--- src/crse_pkg.sv ---
`timescale 1ns / 1ps
// Shared constants, types and command codes of the Catmull-Rom segment evaluator.
package crse_pkg;

  localparam int DIMS    = 4;
  localparam int DIM_W   = (DIMS > 1) ? $clog2(DIMS) : 1;
  localparam int SEL_W   = 4;
  localparam int CMD_W   = 2;
  localparam int SLOT_W  = 2;
  localparam int COORD_W = 16;
  localparam int T_W     = 16;
  localparam int OUT_W   = 24;
  localparam int COEF_W  = 23;
  localparam int CD_W    = 18;
  localparam int OPD_W   = 40;
  localparam int PROD_W  = OPD_W + T_W + 1;
  localparam int ACC_W   = 58;
  localparam int RND_SH  = 25;
  localparam int Y_W     = ACC_W - RND_SH;

  localparam logic [CMD_W-1:0] CMD_LOAD  = 2'd0;
  localparam logic [CMD_W-1:0] CMD_POS   = 2'd1;
  localparam logic [CMD_W-1:0] CMD_DERIV = 2'd2;

  localparam logic [DIM_W-1:0]  LAST_DIM  = DIM_W'(DIMS - 1);
  localparam logic [SEL_W:0]    DIMS_SEL  = (SEL_W + 1)'(DIMS);

  typedef enum logic [1:0] {
    STEP_AB,
    STEP_C,
    STEP_D
  } step_t;

  typedef struct packed {
    logic             load;
    logic             capture;
    logic             coef;
    logic             mul;
    step_t            step;
    logic             fin;
    logic [DIM_W-1:0] dim;
  } dp_cmd_t;

endpackage

--- src/crse_dp.sv ---
`timescale 1ns / 1ps
// Datapath: control point store, coefficient stage, shared Horner multiplier, output rounding.
module crse_dp (
  input  logic                                clk,
  input  logic                                rst_n,
  input  crse_pkg::dp_cmd_t                   cmd,
  input  logic [crse_pkg::CMD_W-1:0]          in_command,
  input  logic [crse_pkg::SLOT_W-1:0]         in_point_slot,
  input  logic [crse_pkg::SEL_W-1:0]          in_dim_select,
  input  logic signed [crse_pkg::COORD_W-1:0] in_coord_value,
  input  logic [crse_pkg::T_W-1:0]            in_param_t,
  output logic signed [crse_pkg::OUT_W-1:0]   out_curve_value
);

  logic signed [crse_pkg::COORD_W-1:0] pts_r [crse_pkg::DIMS][4];
  logic [crse_pkg::T_W-1:0]            t_r;
  logic                                deriv_r;
  logic signed [crse_pkg::COEF_W-1:0]  coef_a_r, coef_b_r;
  logic signed [crse_pkg::CD_W-1:0]    coef_c_r, coef_d_r;
  logic signed [crse_pkg::ACC_W-1:0]   acc_r;
  logic signed [crse_pkg::OUT_W-1:0]   out_value_r;

  logic signed [crse_pkg::COEF_W-1:0]  p_w, s_w, e_w, n_w, a2, b2;
  logic signed [crse_pkg::COEF_W-1:0]  a_nxt, b_nxt;
  logic signed [crse_pkg::OPD_W-1:0]   opd;
  logic signed [crse_pkg::ACC_W-1:0]   addend, acc_sh, acc_nxt, rnd;
  logic signed [crse_pkg::PROD_W-1:0]  prod;
  logic signed [crse_pkg::Y_W-1:0]     y;
  logic signed [crse_pkg::OUT_W-1:0]   out_nxt;
  logic                                sel_ok;

  assign sel_ok = {1'b0, in_dim_select} < crse_pkg::DIMS_SEL;

  always_ff @(posedge clk) begin
    if (!rst_n) begin
      for (int d = 0; d < crse_pkg::DIMS; d++) begin
        for (int k = 0; k < 4; k++) begin
          pts_r[d][k] <= '0;
        end
      end
    end else if (cmd.load && sel_ok) begin
      pts_r[in_dim_select[crse_pkg::DIM_W-1:0]][in_point_slot] <= in_coord_value;
    end
  end

  always_comb begin
    p_w = crse_pkg::COEF_W'(pts_r[cmd.dim][0]);
    s_w = crse_pkg::COEF_W'(pts_r[cmd.dim][1]);
    e_w = crse_pkg::COEF_W'(pts_r[cmd.dim][2]);
    n_w = crse_pkg::COEF_W'(pts_r[cmd.dim][3]);
    a2 = n_w - p_w + (s_w <<< 1) + s_w - (e_w <<< 1) - e_w;
    b2 = (p_w <<< 1) - (s_w <<< 2) - s_w + (e_w <<< 2) - n_w;
    a_nxt = deriv_r ? (a2 <<< 1) + a2 : a2;
    b_nxt = deriv_r ? (b2 <<< 1) : b2;
  end

  always_comb begin
    acc_sh = acc_r >>> 16;
    unique case (cmd.step)
      crse_pkg::STEP_AB: begin
        opd    = crse_pkg::OPD_W'(coef_a_r);
        addend = crse_pkg::ACC_W'(coef_b_r) <<< 16;
      end
      crse_pkg::STEP_C: begin
        opd    = acc_r[crse_pkg::OPD_W-1:0];
        addend = crse_pkg::ACC_W'(coef_c_r) <<< 32;
      end
      crse_pkg::STEP_D: begin
        opd    = acc_sh[crse_pkg::OPD_W-1:0];
        addend = crse_pkg::ACC_W'(coef_d_r) <<< 32;
      end
      default: begin
        opd    = '0;
        addend = '0;
      end
    endcase
    prod    = opd * $signed({1'b0, t_r});
    acc_nxt = crse_pkg::ACC_W'(prod) + addend;
  end

  always_comb begin
    rnd = acc_r + (crse_pkg::ACC_W'(1) <<< 24);
    y   = rnd[crse_pkg::ACC_W-1:crse_pkg::RND_SH];
    if (y[crse_pkg::Y_W-1:crse_pkg::OUT_W-1] == '0 ||
        y[crse_pkg::Y_W-1:crse_pkg::OUT_W-1] == '1) begin
      out_nxt = y[crse_pkg::OUT_W-1:0];
    end else if (y[crse_pkg::Y_W-1]) begin
      out_nxt = {1'b1, {(crse_pkg::OUT_W-1){1'b0}}};
    end else begin
      out_nxt = {1'b0, {(crse_pkg::OUT_W-1){1'b1}}};
    end
  end

  always_ff @(posedge clk) begin
    if (cmd.capture) begin
      t_r     <= in_param_t;
      deriv_r <= (in_command == crse_pkg::CMD_DERIV);
    end
    if (cmd.coef) begin
      coef_a_r <= a_nxt;
      coef_b_r <= b_nxt;
      coef_c_r <= crse_pkg::CD_W'(e_w - p_w);
      coef_d_r <= crse_pkg::CD_W'(s_w <<< 1);
    end
    if (cmd.mul) begin
      acc_r <= acc_nxt;
    end
    if (cmd.fin) begin
      out_value_r <= out_nxt;
    end
  end

  assign out_curve_value = out_value_r;

endmodule

--- src/crse_ctrl.sv ---
`timescale 1ns / 1ps
// Controller: sequences coefficient, Horner and output steps for each dimension.
module crse_ctrl (
  input  logic                            clk,
  input  logic                            rst_n,
  input  logic                            start,
  input  logic [crse_pkg::CMD_W-1:0]      in_command,
  output logic                            busy,
  output crse_pkg::dp_cmd_t               cmd,
  output logic                            out_valid,
  output logic [crse_pkg::DIM_W-1:0]      out_dim,
  output logic                            out_last
);

  typedef enum logic [2:0] {
    ST_IDLE,
    ST_COEF,
    ST_STEP0,
    ST_STEP1,
    ST_STEP2,
    ST_FIN
  } state_t;

  state_t                       state_r;
  logic [crse_pkg::DIM_W-1:0]   dim_r;
  logic                         deriv_r;
  logic                         valid_r;
  logic [crse_pkg::DIM_W-1:0]   out_dim_r;
  logic                         last_r;
  logic                         accept, eval;

  assign busy   = (state_r != ST_IDLE);
  assign accept = start && !busy;
  assign eval   = (in_command == crse_pkg::CMD_POS) || (in_command == crse_pkg::CMD_DERIV);

  always_comb begin
    cmd         = '0;
    cmd.dim     = dim_r;
    cmd.load    = accept && (in_command == crse_pkg::CMD_LOAD);
    cmd.capture = accept && eval;
    cmd.coef    = (state_r == ST_COEF);
    cmd.fin     = (state_r == ST_FIN);
    unique case (state_r)
      ST_STEP0: begin
        cmd.mul  = 1'b1;
        cmd.step = crse_pkg::STEP_AB;
      end
      ST_STEP1: begin
        cmd.mul  = 1'b1;
        cmd.step = crse_pkg::STEP_C;
      end
      ST_STEP2: begin
        cmd.mul  = 1'b1;
        cmd.step = crse_pkg::STEP_D;
      end
      default: begin
        cmd.mul  = 1'b0;
        cmd.step = crse_pkg::STEP_AB;
      end
    endcase
  end

  always_ff @(posedge clk) begin
    if (!rst_n) begin
      state_r   <= ST_IDLE;
      dim_r     <= '0;
      deriv_r   <= 1'b0;
      valid_r   <= 1'b0;
      out_dim_r <= '0;
      last_r    <= 1'b0;
    end else begin
      valid_r   <= (state_r == ST_FIN);
      out_dim_r <= dim_r;
      last_r    <= (state_r == ST_FIN) && (dim_r == crse_pkg::LAST_DIM);
      unique case (state_r)
        ST_IDLE: begin
          if (accept && eval) begin
            state_r <= ST_COEF;
            dim_r   <= '0;
            deriv_r <= (in_command == crse_pkg::CMD_DERIV);
          end
        end
        ST_COEF:  state_r <= ST_STEP0;
        ST_STEP0: state_r <= ST_STEP1;
        ST_STEP1: state_r <= deriv_r ? ST_FIN : ST_STEP2;
        ST_STEP2: state_r <= ST_FIN;
        ST_FIN: begin
          if (dim_r == crse_pkg::LAST_DIM) begin
            state_r <= ST_IDLE;
          end else begin
            state_r <= ST_COEF;
            dim_r   <= dim_r + 1'b1;
          end
        end
        default: state_r <= ST_IDLE;
      endcase
    end
  end

  assign out_valid = valid_r;
  assign out_dim   = out_dim_r;
  assign out_last  = last_r;

  a_valid_after_fin: assert property (@(posedge clk) disable iff (!rst_n)
    valid_r |-> $past(state_r == ST_FIN))
    else $error("result strobe without a finishing step");

  a_last_ends_item: assert property (@(posedge clk) disable iff (!rst_n)
    (state_r == ST_FIN && dim_r == crse_pkg::LAST_DIM) |=> (state_r == ST_IDLE))
    else $error("item did not end after the final dimension");

  a_eval_starts_dim0: assert property (@(posedge clk) disable iff (!rst_n)
    (accept && eval) |=> (state_r == ST_COEF && dim_r == '0))
    else $error("evaluate transaction did not start at dimension zero");

  a_last_has_valid: assert property (@(posedge clk) disable iff (!rst_n)
    last_r |-> (valid_r && out_dim_r == crse_pkg::LAST_DIM))
    else $error("last flag outside the final result");

  a_load_no_busy: assert property (@(posedge clk) disable iff (!rst_n)
    cmd.load |=> !busy)
    else $error("load transaction started an evaluation");

endmodule

--- src/catmull_rom_segment_evaluator_unit.sv ---
`timescale 1ns / 1ps
// Top level of the Catmull-Rom segment evaluator.
// A transaction is taken at a rising edge with start high and busy low.
// in_command selects: load one control coordinate (in_point_slot, in_dim_select,
// in_coord_value), evaluate the position, or evaluate the derivative at in_param_t.
// A load completes in the accepting cycle and gives no result; busy stays low.
// Command code 3 and loads to a dimension beyond the stored set are dropped.
// An evaluation gives one result per dimension, lowest first, each on the out_
// ports for one cycle with out_valid high; out_last_dim marks the final one.
// Each dimension is worked by the single shared multiplier stepping through the
// Horner chain: coefficients, three multiply-add steps for position or two for
// the derivative, then rounding, where the result is registered with its strobe.
// An evaluation holds busy until its final dimension is rounded, so the next
// transaction is taken only after that.
// Reset clears all control points to zero and returns the controller to idle.
// The receiver cannot stall: each result must be taken in its strobe cycle.
module catmull_rom_segment_evaluator_unit (
  input  logic                                clk,
  input  logic                                rst_n,
  input  logic                                start,
  output logic                                busy,
  input  logic [crse_pkg::CMD_W-1:0]          in_command,
  input  logic [crse_pkg::SLOT_W-1:0]         in_point_slot,
  input  logic [crse_pkg::SEL_W-1:0]          in_dim_select,
  input  logic signed [crse_pkg::COORD_W-1:0] in_coord_value,
  input  logic [crse_pkg::T_W-1:0]            in_param_t,
  output logic                                out_valid,
  output logic [crse_pkg::SEL_W-1:0]          out_dim_index,
  output logic signed [crse_pkg::OUT_W-1:0]   out_curve_value,
  output logic                                out_last_dim
);

  crse_pkg::dp_cmd_t            cmd;
  logic [crse_pkg::DIM_W-1:0]   out_dim;

  crse_ctrl u_ctrl (
    .clk        (clk),
    .rst_n      (rst_n),
    .start      (start),
    .in_command (in_command),
    .busy       (busy),
    .cmd        (cmd),
    .out_valid  (out_valid),
    .out_dim    (out_dim),
    .out_last   (out_last_dim)
  );

  crse_dp u_dp (
    .clk             (clk),
    .rst_n           (rst_n),
    .cmd             (cmd),
    .in_command      (in_command),
    .in_point_slot   (in_point_slot),
    .in_dim_select   (in_dim_select),
    .in_coord_value  (in_coord_value),
    .in_param_t      (in_param_t),
    .out_curve_value (out_curve_value)
  );

  assign out_dim_index = crse_pkg::SEL_W'(out_dim);

endmodule
--- config.mk ---
export PLATFORM = sky130hd
export DESIGN_NAME = catmull_rom_segment_evaluator_unit
export DESIGN_NICKNAME = d
export VERILOG_FILES = /design/src/crse_pkg.sv /design/src/crse_dp.sv /design/src/crse_ctrl.sv /design/src/catmull_rom_segment_evaluator_unit.sv
export SDC_FILE = /design/constraint.sdc
export NUM_CORES = 2
export LEC_CHECK = 0
export BUFFER_PORTS_ARGS = -buffer_cell sky130_fd_sc_hd__buf_4
export CORE_MARGIN = 2
export CORE_UTILIZATION = 40
export DETAILED_ROUTE_END_ITERATION = 12
export PLACE_DENSITY_LB_ADDON = 0.08
export SYNTH_ARGS = -nofsm -noshare
export SYNTH_HDL_FRONTEND = slang
export SYNTH_SLANG_ARGS = --single-unit
--- constraint.sdc ---
create_clock -name clk -period 7.5 [get_ports clk]
set_input_delay 0.375 -clock clk [delete_from_list [all_inputs] [get_ports clk]]
set_output_delay 0.375 -clock clk [all_outputs]
set_load 0.05 [all_outputs]
==> metrics <==
Sink Count 446; Max Cap Viol 0; count of final hold-check violations 0; post-DP HPWL 112600 µm; Syn. warnings 0; sequential-to-total area share from yosys stat 0.2717; Cells after Synth 4694; DR vias 34110; Tot GR Track Use 0.2268; residual DRC count 0; ANT cells 0; worst slew pin tran 1.211 ns; top post-synthesis cells by area fa_1, edfxtp_1, inv_1, ha_1, and2_1; # nets final 6340; ANT nets after route 0; worst-path maximum fanout 8; Worst-Skew Late Latency 0.68 ns; I/O Buffers 71; number of synthesized flops with an enable pin 434; FF-to-FF Start u_ctrl.state_r[2]; post-synthesis average cell area 10.41 µm²; Initial DRT Pass Iterations 7; Netlist cell types 73; height of the die 353.5 µm; critical path's top delay family adder cells; Yosys reg bits 446; Core ar. 121600 µm²; Post-Place Setup Slack -0.5098 ns; Rows 128; initial core utilization 0.4019; vias in the first global route 36560; CP max-delay cell fa_1; Final setup viols 7; Post-synth top flop edfxtp_1; Buf+Inv Stages, Crit Path 11; grt total ovfl 0; Critical Path Max Stage Delay 0.60 ns; Die W 353.5 µm; Syn-to-layout area delta 22.62%; largest net degree at the start of global routing 66; Max Slew Vio Count 0; initial antenna violation count 3; Req. time, crit path 7.90 ns; full die area 124900 µm²; Bufs on Longest Clock Path 3; GP Congestion 0.8774; Worst Slack Setup Final -0.2268 ns; first-pass GRT wire length 218400 µm; critical path class reg2reg; drt total wl 139400 µm; Worst Path Arrival 8.13 ns; min-delay src in_coord_value[4]; Hold Path Class in2reg; CTS Buf Count 55; CTS tree done; most used cell, CP fa_1; unrepaired setup endpoints after global routing true; startpoint types flop; Initial DRC Count 1879; vias per cell 4.894; I/O pins 74; outcome finished with violations; Final Critical Period 7.727 ns; Final period util 1.030; max frequency 0.1294 GHz; Worst-path clk slew 0.06 ns; hold path endpoint u_dp.pts_r[3][4]; Hold Crit Depth 2; failing checks negative setup slack; share of the synthesized area in the top cell type 0.2987; asr flop ratio synth 0; skew final 0.04887 ns; dominant cell type by area after synthesis fa_1; worst reg-to-reg setup slack -0.23 ns; layout cells sized above 1 0.2262; wire per inst 20.00 µm; CP endpoint kind flop; reg2reg path depth 32; H-tree depth 2; worst r2r dst u_dp.acc_r[55]; synthesized area 48850 µm²; Slew Limit Headroom 0.1894; clock root buffer clkbuf_16
metrics by stage:
stage                     hold slack [ns]  utilization  cell area, µm²  std cells   TNS, ns
after floorplan                    0.4566            -           48920       4695  -0.01007
after global routing               0.1107       0.4928           59900       6970    -5.391
final                              0.1095       0.4928           59900       6970   -0.7987
after global placement             0.4819       0.4543           55230       6734    -5.560
after detailed placement           0.4886       0.4543           55230       6734    -7.234
after CTS                         0.06373       0.4777           58060       6890   -0.4180
metal layers:
metal	track usage	vias to the layer above	part of all wire
met2	0.3809	608	0.48
li1	-	16150	-
met5	0	-	0
met3	0.02098	145	0.034
met1	0.3186	17210	0.46
met4	0.05302	0	0.026
cell families (layout without fill, tap and decap cells):
family                   count (synthesis)  count (layout)  synth area share
adder cells (fa/ha/maj)                995             995            0.3669
multiplexers                           118             118           0.04124
flip-flops                             446             446            0.2717
other                                    1               2        0.00007676
AND/OR/NAND/NOR                       1393            1393            0.1410
AO/OA/AOI/OAI                          485             485           0.06605
buffers and inverters                 1098            1748           0.08472
XOR/XNOR                               158             158           0.02833
state kept, by name, summed over array words and instances (netlist names), named ones only:
| register | count |
|---|---|
| u_ctrl.deriv_r | 1 |
| u_ctrl.state_r | 3 |
| u_ctrl.dim_r | 2 |
| u_dp.out_curve_value | 24 |
| u_ctrl.out_valid | 1 |
| u_dp.pts_r | 256 |
| u_dp.coef_b_r | 23 |
| u_dp.coef_d_r | 16 |
| u_dp.coef_a_r | 23 |
| u_dp.t_r | 16 |
| u_dp.deriv_r | 1 |
| u_dp.coef_c_r | 17 |
| u_dp.acc_r | 58 |
| u_ctrl.out_last | 1 |
| u_ctrl.out_dim | 2 |
worst max-delay path by stage:
| stage | start | end | slack, ns | cells after the start |
|---|---|---|---|---|
| 2_1_floorplan | flop | u_dp.coef_a_r[21] | -0.01 | 33 |
| 3_3_place_gp | u_ctrl.state_r[1] | u_dp.acc_r[55] | -0.45 | 30 |
| 3_5_place_dp | u_ctrl.state_r[2] | u_dp.acc_r[57] | -0.51 | 29 |
| 4_1_cts | u_ctrl.state_r[1] | u_dp.acc_r[57] | -0.13 | 32 |
| 5_1_grt | flop | u_dp.coef_a_r[20] | -0.42 | 34 |
| 6_report | u_ctrl.state_r[2] | u_dp.acc_r[55] | -0.23 | 32 |
cells in the mapped netlist, drive strengths merged, types with 17 or more instances:
cell type and instances:
a21o 57, a21oi 131, a221o 24, a22oi 23, and2 474, and3 17, clkbuf 185, edfxtp 434
fa 729, ha 266, inv 898, mux2 26, mux2i 28, mux4 64, nand2 565, nand2b 29
nand3 49, nor2 133, nor2b 39, nor3 40, o21a 22, o21ai 94, o21bai 24, xnor2 111
xor2 47
area by class of cell:
type,instances,area [µm²]
clock buffer,66,1428
sequential,446,13280
timing repair buffer,750,6475
fill,11240,61650
multi-input combinational,3151,32900
inverter,898,3371
tap,1625,2033
clock inverter,34,409.1
what timing repair did:
action                                  CTS  global route
setup buffers                            41            87
endpoints found under the hold margin    16             0
gates resized for setup                 110           291
gates cloned                              0             3
pin swaps                                77           185
endpoints found under the setup margin   28            30
hold buffers                             16             0
placed cells by master (no fill, tap or decap), types with 58 or more instances in the layout:
cell type | netlist | final
xnor2_1 | 111 | 100
and2_1 | 474 | 461
a21oi_1 | 130 | 93
nor2_1 | 133 | 114
ha_1 | 266 | 233
nand2_1 | 565 | 528
fa_1 | 729 | 702
edfxtp_1 | 434 | 434
mux4_2 | 64 | 64
buf_4 | 2 | 633
inv_1 | 894 | 858
clkbuf_16 | 0 | 58
Power is left out: the tool's default activity adds up to more than one toggle a clock period on the data nets, which glitch-free logic cannot reach.
